[config.mk]
export PLATFORM = sky130hd
export DESIGN_NAME = stbs_ctrl
export DESIGN_NICKNAME = d
export VERILOG_FILES = /design/src/rtl/sorted_table_binary_search_top_macros.svh /design/src/rtl/stbs_pkg.sv /design/src/rtl/stbs_ctrl.sv
export SDC_FILE = /design/constraint.sdc
export NUM_CORES = 1
export LEC_CHECK = 0
export ABC_AREA = 1
export BUFFER_PORTS_ARGS = -buffer_cell sky130_fd_sc_hd__buf_2
export CORE_AREA = 2 2 45 47
export DETAILED_ROUTE_END_ITERATION = 16
export DIE_AREA = 0 0 47 49
export GPL_TIMING_DRIVEN = 0
export MAX_ROUTING_LAYER = met4
export PLACE_DENSITY = 0.75
export RECOVER_POWER = 50
export SYNTH_ARGS = -nofsm -noshare
export SYNTH_HDL_FRONTEND = slang
export SYNTH_SLANG_ARGS = --single-unit
[constraint.sdc]
create_clock -name clk -period 1.5 [get_ports clk]
set_input_delay 0.15 -clock clk [delete_from_list [all_inputs] [get_ports clk]]
set_output_delay 0.15 -clock clk [all_outputs]
set_load 0.01 [all_outputs]
[src/rtl/sorted_table_binary_search_top_macros.svh]
`ifndef SORTED_TABLE_BINARY_SEARCH_TOP_MACROS_SVH
`define SORTED_TABLE_BINARY_SEARCH_TOP_MACROS_SVH

// Checks that the consequent holds in the same cycle as the antecedent.
`define STBS_CHECK_SAME(label, ante, cons, msg) \
    label: assert property (@(posedge clk) disable iff (!rst_n) (ante) |-> (cons)) \
        else $error(msg);

// Checks that the consequent holds in the cycle after the antecedent.
`define STBS_CHECK_NEXT(label, ante, cons, msg) \
    label: assert property (@(posedge clk) disable iff (!rst_n) (ante) |=> (cons)) \
        else $error(msg);

`endif

[src/rtl/stbs_pkg.sv]
package stbs_pkg;

    localparam int STBS_DEPTH     = 1024;
    localparam int STBS_KEY_WIDTH = 32;

    localparam int SLOT_W      = 10;
    localparam int KEY_VALUE_W = 32;
    localparam int COUNT_W     = 11;
    localparam int POS_W       = 11;
    localparam int CFG_INDEX_W = 1;
    localparam int CFG_DATA_W  = 11;

    localparam logic [CFG_INDEX_W-1:0] CFG_ENTRY_COUNT = 1'b0;
    localparam logic [CFG_INDEX_W-1:0] CFG_SIGNED_KEYS = 1'b1;

    localparam logic KIND_WRITE  = 1'b0;
    localparam logic KIND_SEARCH = 1'b1;

    typedef struct packed {
        logic                   kind;
        logic [SLOT_W-1:0]      slot;
        logic [KEY_VALUE_W-1:0] key_value;
        logic                   want_match;
        logic                   stable_order;
    } stbs_req_t;

    typedef struct packed {
        logic             found;
        logic [POS_W-1:0] position;
    } stbs_rsp_t;

    typedef enum logic [2:0] {
        OP_NONE,
        OP_READ_LAST,
        OP_READ_FIRST,
        OP_INIT,
        OP_STEP,
        OP_DOWN_START,
        OP_DOWN_STEP,
        OP_UP_STEP
    } stbs_op_t;

    typedef enum logic [2:0] {
        POS_ZERO,
        POS_N,
        POS_N_M1,
        POS_MID,
        POS_MID_P1,
        POS_MID_M1
    } stbs_pos_sel_t;

    typedef struct packed {
        logic          load;
        stbs_op_t      op;
        logic          res_set;
        logic          res_found;
        stbs_pos_sel_t res_pos;
        logic          out_load;
    } stbs_cmd_t;

    typedef struct packed {
        logic n_zero;
        logic want_match;
        logic stable;
        logic lt;
        logic eq;
        logic mid_zero;
        logic mid_one;
        logic mid_p1_ge_n;
        logic step_done;
    } stbs_status_t;

endpackage

[src/rtl/stbs_ctrl.sv]
module stbs_ctrl
    import stbs_pkg::*;
(
    input  logic         clk,
    input  logic         rst_n,
    input  logic         req_valid,
    input  logic         req_kind,
    output logic         req_stall,
    output logic         rsp_valid,
    input  logic         rsp_stall,
    input  stbs_status_t status,
    output stbs_cmd_t    cmd
);

    typedef enum logic [7:0] {
        ST_IDLE   = 8'b0000_0001,
        ST_CHECK  = 8'b0000_0010,
        ST_LAST   = 8'b0000_0100,
        ST_FIRST  = 8'b0000_1000,
        ST_PROBE  = 8'b0001_0000,
        ST_DOWN   = 8'b0010_0000,
        ST_UP     = 8'b0100_0000,
        ST_FINISH = 8'b1000_0000
    } stbs_state_t;

    stbs_state_t state_reg, state_next;
    logic        out_valid_reg, out_valid_next;
    logic        cmp_gt;

    assign cmp_gt = !status.lt && !status.eq;

    always_comb
    begin
        state_next     = state_reg;
        out_valid_next = out_valid_reg && rsp_stall;
        cmd.load       = 1'b0;
        cmd.op         = OP_NONE;
        cmd.res_set    = 1'b0;
        cmd.res_found  = 1'b0;
        cmd.res_pos    = POS_ZERO;
        cmd.out_load   = 1'b0;
        case (state_reg)
            ST_IDLE:
            begin
                if (req_valid)
                begin
                    cmd.load = 1'b1;
                    if (req_kind == KIND_SEARCH)
                    begin
                        state_next = ST_CHECK;
                    end
                end
            end
            ST_CHECK:
            begin
                if (status.n_zero)
                begin
                    cmd.res_set   = 1'b1;
                    cmd.res_found = !status.want_match;
                    state_next    = ST_FINISH;
                end
                else if (!status.stable)
                begin
                    cmd.op     = OP_READ_LAST;
                    state_next = ST_LAST;
                end
                else
                begin
                    cmd.op     = OP_INIT;
                    state_next = ST_PROBE;
                end
            end
            ST_LAST:
            begin
                if (status.eq)
                begin
                    cmd.res_set   = 1'b1;
                    cmd.res_found = 1'b1;
                    cmd.res_pos   = status.want_match ? POS_N_M1 : POS_N;
                    state_next    = ST_FINISH;
                end
                else if (cmp_gt)
                begin
                    cmd.res_set   = 1'b1;
                    cmd.res_found = !status.want_match;
                    cmd.res_pos   = status.want_match ? POS_ZERO : POS_N;
                    state_next    = ST_FINISH;
                end
                else
                begin
                    cmd.op     = OP_READ_FIRST;
                    state_next = ST_FIRST;
                end
            end
            ST_FIRST:
            begin
                if (status.lt)
                begin
                    cmd.res_set   = 1'b1;
                    cmd.res_found = !status.want_match;
                    state_next    = ST_FINISH;
                end
                else if (status.eq)
                begin
                    cmd.res_set   = 1'b1;
                    cmd.res_found = 1'b1;
                    state_next    = ST_FINISH;
                end
                else
                begin
                    cmd.op     = OP_INIT;
                    state_next = ST_PROBE;
                end
            end
            ST_PROBE:
            begin
                if (status.eq)
                begin
                    if (!status.stable || (status.want_match && status.mid_zero))
                    begin
                        cmd.res_set   = 1'b1;
                        cmd.res_found = 1'b1;
                        cmd.res_pos   = POS_MID;
                        state_next    = ST_FINISH;
                    end
                    else if (status.want_match)
                    begin
                        cmd.op     = OP_DOWN_START;
                        state_next = ST_DOWN;
                    end
                    else
                    begin
                        cmd.op = OP_UP_STEP;
                        if (status.mid_p1_ge_n)
                        begin
                            cmd.res_set   = 1'b1;
                            cmd.res_found = 1'b1;
                            cmd.res_pos   = POS_MID_P1;
                            state_next    = ST_FINISH;
                        end
                        else
                        begin
                            state_next = ST_UP;
                        end
                    end
                end
                else if (status.step_done)
                begin
                    cmd.res_set   = 1'b1;
                    cmd.res_found = !status.want_match;
                    if (!status.want_match)
                    begin
                        cmd.res_pos = cmp_gt ? POS_MID_P1 : POS_MID;
                    end
                    state_next = ST_FINISH;
                end
                else
                begin
                    cmd.op = OP_STEP;
                end
            end
            ST_DOWN:
            begin
                if (status.eq && !status.mid_one)
                begin
                    cmd.op = OP_DOWN_STEP;
                end
                else
                begin
                    cmd.res_set   = 1'b1;
                    cmd.res_found = 1'b1;
                    cmd.res_pos   = status.eq ? POS_MID_M1 : POS_MID;
                    state_next    = ST_FINISH;
                end
            end
            ST_UP:
            begin
                if (status.eq)
                begin
                    cmd.op = OP_UP_STEP;
                    if (status.mid_p1_ge_n)
                    begin
                        cmd.res_set   = 1'b1;
                        cmd.res_found = 1'b1;
                        cmd.res_pos   = POS_MID_P1;
                        state_next    = ST_FINISH;
                    end
                end
                else
                begin
                    cmd.res_set   = 1'b1;
                    cmd.res_found = 1'b1;
                    cmd.res_pos   = POS_MID;
                    state_next    = ST_FINISH;
                end
            end
            ST_FINISH:
            begin
                if (!out_valid_reg || !rsp_stall)
                begin
                    cmd.out_load   = 1'b1;
                    out_valid_next = 1'b1;
                    state_next     = ST_IDLE;
                end
            end
            default:
            begin
                state_next = ST_IDLE;
            end
        endcase
    end

    always_ff @(posedge clk or negedge rst_n)
    begin
        if (!rst_n)
        begin
            state_reg     <= ST_IDLE;
            out_valid_reg <= 1'b0;
        end
        else
        begin
            state_reg     <= state_next;
            out_valid_reg <= out_valid_next;
        end
    end

    assign req_stall = state_reg != ST_IDLE;
    assign rsp_valid = out_valid_reg;

endmodule

=== Word-level counts from Yosys, hierarchy flattened ===
Cells that the tools add are included.

* Eq/ne operators: 15
* Multiplexer cells: 54
* Reduce and logical (&&, ||, !) cells: 14

{| class="wikitable"
|+ Operators with widths
! kind !! number
|-
| $mux 8 || 17
|-
| $pmux 8 s8 || 1
|-
| $mux 5 || 9
|-
| $pmux 5 s6 || 1
|-
| $mux 3 || 8
|-
| $mux 2 || 10
|-
| $pmux 3 s4 || 1
|-
| $eq 8x1->1 const B || 1
|-
| $eq 8x2->1 const B || 1
|-
| $eq 8x3->1 const B || 1
|-
| $eq 8x4->1 const B || 1
|-
| $eq 8x5->1 const B || 1
|-
| $eq 8x6->1 const B || 1
|-
| $eq 8x7->1 const B || 1
|-
| $eq 8x8->1 const B || 1
|-
| $ne 2x2->1 const B || 4
|-
| $ne 8x1->1 const B || 1
|-
| $logic_not 1->1 || 7
|-
| $mux 1 || 7
|-
| $ne 3x3->1 const B || 2
|-
| $reduce_and 6->1 || 1
|-
| $logic_and 1x1->1 || 4
|-
| $logic_or 1x1->1 || 2
|}

* Bits in registers: 9
* Input port bits: 14
* Output and inout bits: 12
* Logic and storage cells: 85

=== Logic depth before layout (Yosys ltp) ===
Gate-level depths: netlist of run 1.

* Depth after elaboration: 7
* Mapped depth: 10
* Mapped depth without buffers: 10

=== Worst setup path after synthesis of run 1 ===
No wires, ideal clock.

* Kind: register -> output
* Start: reg state_reg[6]
* End: out cmd[4] (netlist name)
* Arrival time: 1.120 ns
* Data required time: 1.350 ns
* Slack: 0.230 ns
* Cell stages (with the launch flop): 9
* Buffers on the path: 1
* Cell sequence: dfrtp_1 inv_2 nand2_2 nor2_2 buf_6 nand2_2 o21ai_1 nand2_1 nand4_1

{| class="wikitable"
|+ RTL lines
! item !! RTL line !! source
|-
| start: declaration || stbs_ctrl.sv:26 || <nowiki>stbs_state_t state_reg, state_next;</nowiki>
|-
| start signal: assignment || stbs_ctrl.sv:222 || <nowiki>state_reg <= state_next;</nowiki>
|-
| end: declaration || stbs_ctrl.sv:12 || <nowiki>output stbs_cmd_t cmd</nowiki>
|}

==> results of run 1 <==
-- cell type report --
class / instances / area (um2) / area share
inverters: 21 / 81.3 / 0.0654
clock buffers: 4 / 26.3 / 0.0211
flip-flops and latches: 9 / 226 / 0.182
well taps: 27 / 33.8 / 0.0272
repair buffers: 36 / 210 / 0.169
plain buffers: 2 / 16.3 / 0.0131
multi-input cells: 109 / 649 / 0.522
-- per-layer routing --
| metal | global-route usage | vias up | routed length, um |
|---|---|---|---|
| met5 | - | - | 0 |
| met4 | 0.111 | 0 | 95 |
| met3 | 0.0556 | 9 | 172 |
| met2 | 0.434 | 51 | 1440 |
| met1 | 0.277 | 517 | 1070 |
| li1 | - | 545 | - |
-- worst max-delay path, stage by stage (launching register included) --
cell	delay, ns
dfstp_2	0.54
inv_2	0.05
nand2_4	0.13
nor2_4	0.06
nand3_2	0.10
o21ai_4	0.07
nor2_2	0.16
nand3_1	0.10
buf_2	0.15
-- cell families after synthesis --
logic type             share of synthesized area
buffers and inverters                      0.110
and+or+nand+nor                            0.538
DFF                                        0.262
AOI/OAI and AO/OA                         0.0899
-- cells in the mapped netlist (2+ instances only) --
library cell	number
o21ai_1	2
a21oi_1	2
nand2_2	5
nor2_1	21
o211ai_1	2
o21ai_0	2
nand2_4	3
inv_1	13
nand3_1	14
nand2_1	37
dfrtp_1	8
nor3_1	2
nand4_1	11
inv_2	8
-- worst paths after layout --
check / from / endpoint / slack [ns] / cells after the start
setup / recovery: state_reg[0] / cmd[5] / -0.27 / 8
hold / removal: status[6] / state_reg[2] / 0.10 / 2
min in group asynchronous: rst_n / rsp_valid / 0.35 / 2
setup reg to reg: state_reg[4] / state_reg[7] / -0.10 / 11
max in group asynchronous: rst_n / state_reg[0] / 0.80 / 2
hold reg to reg: rsp_valid / rsp_valid / 0.51 / 2
-- per-stage QoR --
| step | TNS [ns] | utilization | instances |
|---|---|---|---|
| after global routing | -2.88 | 0.675 | 208 |
| after floorplan | 0 | - | 140 |
| after CTS | -1.68 | 0.635 | 204 |
| final | -2.15 | 0.675 | 208 |
| after detailed placement | 0 | 0.555 | 192 |
| after global placement | 0 | 0.555 | 192 |
-- power groups by stage --
stage	Clock, mW	Combinational, mW	Sequential (mW)
final	0.198	0.798	0.324
after global routing	0.211	0.872	0.331
after CTS	0.197	0.723	0.325
after detailed placement	0	0.602	0.329
after global placement	0	0.596	0.324
after floorplan	0	0.449	0.326
-- what timing repair did --
| item | 4_1_cts | 5_1_grt |
|---|---|---|
| setup endpoints to repair | 9 | 12 |
| gates resized for setup | 17 | 9 |
| endpoints found under the hold margin | 9 | 0 |
| pin swaps | 8 | 1 |
| cloned | 2 | 0 |
| hold buffers | 1 | 0 |
| setup buffers | 5 | 4 |
==> impl_metrics.csv, run 1 <==
group,metric,value,unit
status,status,"finished with violations",
status,violations,"setup timing",
layout,syn2layout_area_growth,44.1,%
global_route,grt_pass1_wl,4080,um
sta,skew,0.00286,ns
clock_tree,clockBufferDepth,2,
sta,maxSlewViolCount,0,
placement,port_buffers,25,
logic_synthesis,yosysTopAreaCell,"dfrtp_1",
clock_tree,clkTransAtPathRegs,0.06,ns
pwr,p_sw_frac,0.457,
placement,gp_congestion,0.986,
worst_setup_path,cp_data_required_time,1.35,ns
logic_synthesis,synth_area_per_cell,6.17,um2
drt,wl_per_cell,13.3,um
pwr,p_int,0.717,mW
floorplan,rows,16,
clock_tree,clk_latency,0.28,ns
sta,hold_viol_final,0,
pwr,peakVddDrop,0.629,mV
floorplan,die_w,47,um
sta,fin_crit,1.77,ns
worst_setup_path,end_kind,"output pin",
drt,final_antenna_net_count,0,
layout,largest_reg_flops,8,
drt,drtIter0Drc,48,
worst_setup_path,setup.worst_path.class,"register to output pin",
layout,mostFrequentLayoutCells,"36 x nand2_1, 26 x buf_2, 14 x nor2_1",
layout,drive_gt1_frac,0.420,
pwr,seqPwrFrac,0.246,
clock_tree,cts_max_level,1,
sta,worstMarginPinSlew,0.490,ns
logic_synthesis,synth_edf_count,0,
layout,antenna_cells,0,
logic_synthesis,synthArstFlopShare,1.00,
global_route,grt_use_total,0.257,
logic_synthesis,synthTopCellsByArea,"dfrtp_1 23%, nand2_1 16%, nor2_1 9.1%",
drt,vias,1122,
layout,nets,196,
pwr,total_power,1.32,mW
drt,drc,0,
flow_run,maxCapViolations,0,
sta,whs,0.104,ns
sta,finalWorstSetupSlack,-0.274,ns
logic_synthesis,synth_area,863,um2
sta,relSlewSlack,0.673,
pwr,switchingPower,0.603,mW
logic_synthesis,yosysSeqAreaShare,0.262,
drt,dr.pass1.iters,4,
layout,fill_cells,192,
clock_tree,cts_tree,"yes",
pwr,p_leak,0.698,nW
worst_setup_path,worst_ep_arrival_time,1.62,ns
floorplan,ioPinCount,26,
sta,setup_viol,12,
logic_synthesis,synth.distinct_cells,24,
sta,rsz0062_at_grt,"true",
layout,stdcell_area,1240,um2
placement,placed_area,1020,um2
logic_synthesis,synthCells,140,
global_route,grt_start_max_net_pins,11,
placement,hpwl,1960,um
clock_tree,numCtsBuffers,3,
clock_tree,clock-root-buffer,"clkbuf_4",
global_route,grt-ovfl-total,0,
sta,post-route-period-util,1.18,
placement,place_ws,0.000224,ns
floorplan,fp.dieH,49,um
logic_synthesis,ys_ff_latch,9,
pwr,p_clk_frac,0.150,
floorplan,core_area,1840,um2
worst_setup_path,crit_path_start_kind,"register",
logic_synthesis,ys_warn_count,0,
floorplan,die_area,2300,um2
pwr,p_per_area,1060,nW/um2
logic_synthesis,synth_top_area_frac,0.232,
global_route,grt_pass1_vias,976,
worst_hold_path,hp-class,"input port to register",
floorplan,start_util,0.469,
logic_synthesis,ys.flop_type,"dfrtp_1",
logic_synthesis,synth_nets,154,
drt,routed_wl,2780,um
pwr,p_comb_frac,0.604,
sta,clock.fmax,564,MHz
worst_setup_path,path_max_fanout,4,
layout,final_common_cell,"nand2_1",
global_route,grt_antenna_before_repair,0,
drt,viasPerCell,5.39,
clock_tree,clock_sinks,9,
Note: power is estimated with default switching activity, not from simulation.
==> inputs of run 2 (changes only) <==
- CORE_AREA: 2 2 45 47 -> 2 2 50 52
- DIE_AREA: 0 0 47 49 -> 0 0 52 54
- PLACE_DENSITY: 0.75 -> not set
==> run 2 against run 1 <==
The flow still finishes with violations (setup timing). Clock power about the same. Final cell count grew 3.4%. Combinational power up 13%. Largest cell class unchanged.
==> impl_metrics.csv, run 2 (synthesis gave the netlist of run 1 again) <==
group,metric,value,unit
layout,antenna_cells,0,
worst_hold_path,whs_path_depth,2,
floorplan,fp.dieH,54,um
sta,relSlewSlack,0.641,
status,status,"finished with violations",
placement,placed_area,1030,um2
clock_tree,cts_tree,"yes",
flow_run,maxCapViolations,0,
drt,vias,1157,
sta,maxSlewViolCount,0,
floorplan,start_util,0.372,
worst_hold_path,hp-class,"input port to register",
drt,viasPerCell,5.38,
worst_setup_path,cp_data_required_time,1.35,ns
status,violations,"setup timing",
drt,wl_per_cell,14.3,um
clock_tree,numCtsBuffers,3,
drt,final_antenna_net_count,0,
worst_setup_path,r2r_slack,0,ns
pwr,p_leak,0.738,nW
clock_tree,clkTransAtPathRegs,0.06,ns
clock_tree,clock-root-buffer,"clkbuf_4",
floorplan,core_area,2320,um2
clock_tree,cts_max_level,1,
floorplan,ioPinCount,26,
placement,port_buffers,25,
global_route,grt_pass1_wl,4530,um
pwr,p_per_area,1060,nW/um2
pwr,total_power,1.42,mW
drt,dr.pass1.iters,5,
layout,syn2layout_area_growth,56.1,%
layout,largest_reg_flops,8,
layout,final_common_cell,"nand2_1",
sta,hold_viol_final,0,
layout,drive_gt1_frac,0.481,
layout,mostFrequentLayoutCells,"33 x nand2_1, 25 x buf_2, 13 x buf_4",
global_route,grt-ovfl-total,0,
global_route,grt_start_max_net_pins,11,
placement,gp_congestion,0.891,
sta,fin_crit,1.80,ns
sta,clock.fmax,557,MHz
clock_tree,clock_sinks,9,
global_route,grt_use_total,0.225,
worst_setup_path,crit_path_start_kind,"register",
global_route,grt_antenna_before_repair,0,
pwr,peakVddDrop,0.619,mV
sta,rsz0062_at_grt,"true",
sta,skew,0.000685,ns
placement,hpwl,2050,um
floorplan,rows,18,
worst_setup_path,worst_ep_arrival_time,1.65,ns
worst_setup_path,r2r_end,"state_reg[1]",
layout,final_core_util,0.581,
worst_setup_path,path_max_fanout,5,
worst_hold_path,hold_end,"state_reg[2]",
sta,finalWorstSetupSlack,-0.296,ns
sta,setup_viol,11,
clock_tree,clk_latency,0.27,ns
floorplan,die_area,2810,um2
sta,post-route-period-util,1.20,
global_route,grt_pass1_vias,1038,
worst_setup_path,r2r_start,"state_reg[0]",
worst_hold_path,hold_start,"status[6]",
drt,drtIter0Drc,40,
sta,worstMarginPinSlew,0.538,ns
layout,fill_cells,238,
clock_tree,clockBufferDepth,2,
layout,stdcell_area,1350,um2
worst_setup_path,end_kind,"output pin",
drt,drc,0,
worst_setup_path,worst-r2r-cell-count,8,
layout,nets,200,
worst_setup_path,setup.worst_path.class,"register to output pin",
drt,routed_wl,3080,um
floorplan,die_w,52,um
==> run 2: cell type report <==
class                           count  area, um2  area share
Tap cell                           30       37.5      0.0279
Sequential cell                     9        226       0.168
Clock buffer                        4       26.3      0.0195
Timing Repair Buffer               40        251       0.187
Inverter                           21       83.8      0.0622
Buffer                              2       16.3      0.0121
Multi-Input combinational cell    109        706       0.524
==> run 2: worst max-delay path, stage by stage, from the launching register on <==
cell	delay (ns)
dfstp_2	0.54
inv_2	0.05
nand2_4	0.11
nor2_8	0.07
nand2_4	0.12
inv_6	0.06
o211ai_1	0.14
nand3_1	0.13
buf_2	0.15
==> run 2: power breakdown <==
| part | total (mW) | leakage (nW) | internal (mW) | switching (mW) |
|---|---|---|---|---|
| Combinational | 0.900 | 0.603 | 0.368 | 0.532 |
| Clock | 0.199 | 0.0150 | 0.103 | 0.0960 |
| Sequential | 0.324 | 0.121 | 0.297 | 0.0271 |
| Total | 1.42 | 0.738 | 0.768 | 0.655 |
==> run 2: routing by layer <==
metal  up-vias  track usage  routed length (um)
met5         -            -                   0
met4         0        0.123                 106
met3        11       0.0111                 214
met2        67        0.382                1600
met1       526        0.267                1170
li1        553            -                   -
==> run 2: through the flow <==
step	setup slack (ns)	hold slack [ns]	TNS (ns)	instances
finish	-0.296	0.107	-2.24	215
floorplan	0.230	-0.146	0	140
global route	-0.355	0.124	-3.03	215
detailed placement	-0.0425	0.0141	-0.0483	195
global placement	-0.0255	0.0150	-0.0255	195
CTS	-0.244	0.109	-1.62	208
==> run 2: repair_timing <==
action,CTS,global route
endpoints found under the hold margin,9,0
setup endpoints to repair,8,12
pin swaps,12,18
hold buffers,1,0
gates resized for setup,25,15
cloned,2,0
buffers inserted,6,7
==> run 2: how the worst max path moves through the flow <==
| stage | endpoint | startpoint | slack (ns) |
|---|---|---|---|
| final | cmd[5] | state_reg[0] | -0.30 |
| after global routing | cmd[7] | state_reg[1] | -0.35 |
| after CTS | cmd[5] | state_reg[7] | -0.24 |
| after detailed placement | cmd[5] | state_reg[6] | -0.04 |
| after global placement | cmd[5] | state_reg[6] | -0.03 |
| after floorplan | cmd[4] | state_reg[6] | 0.23 |
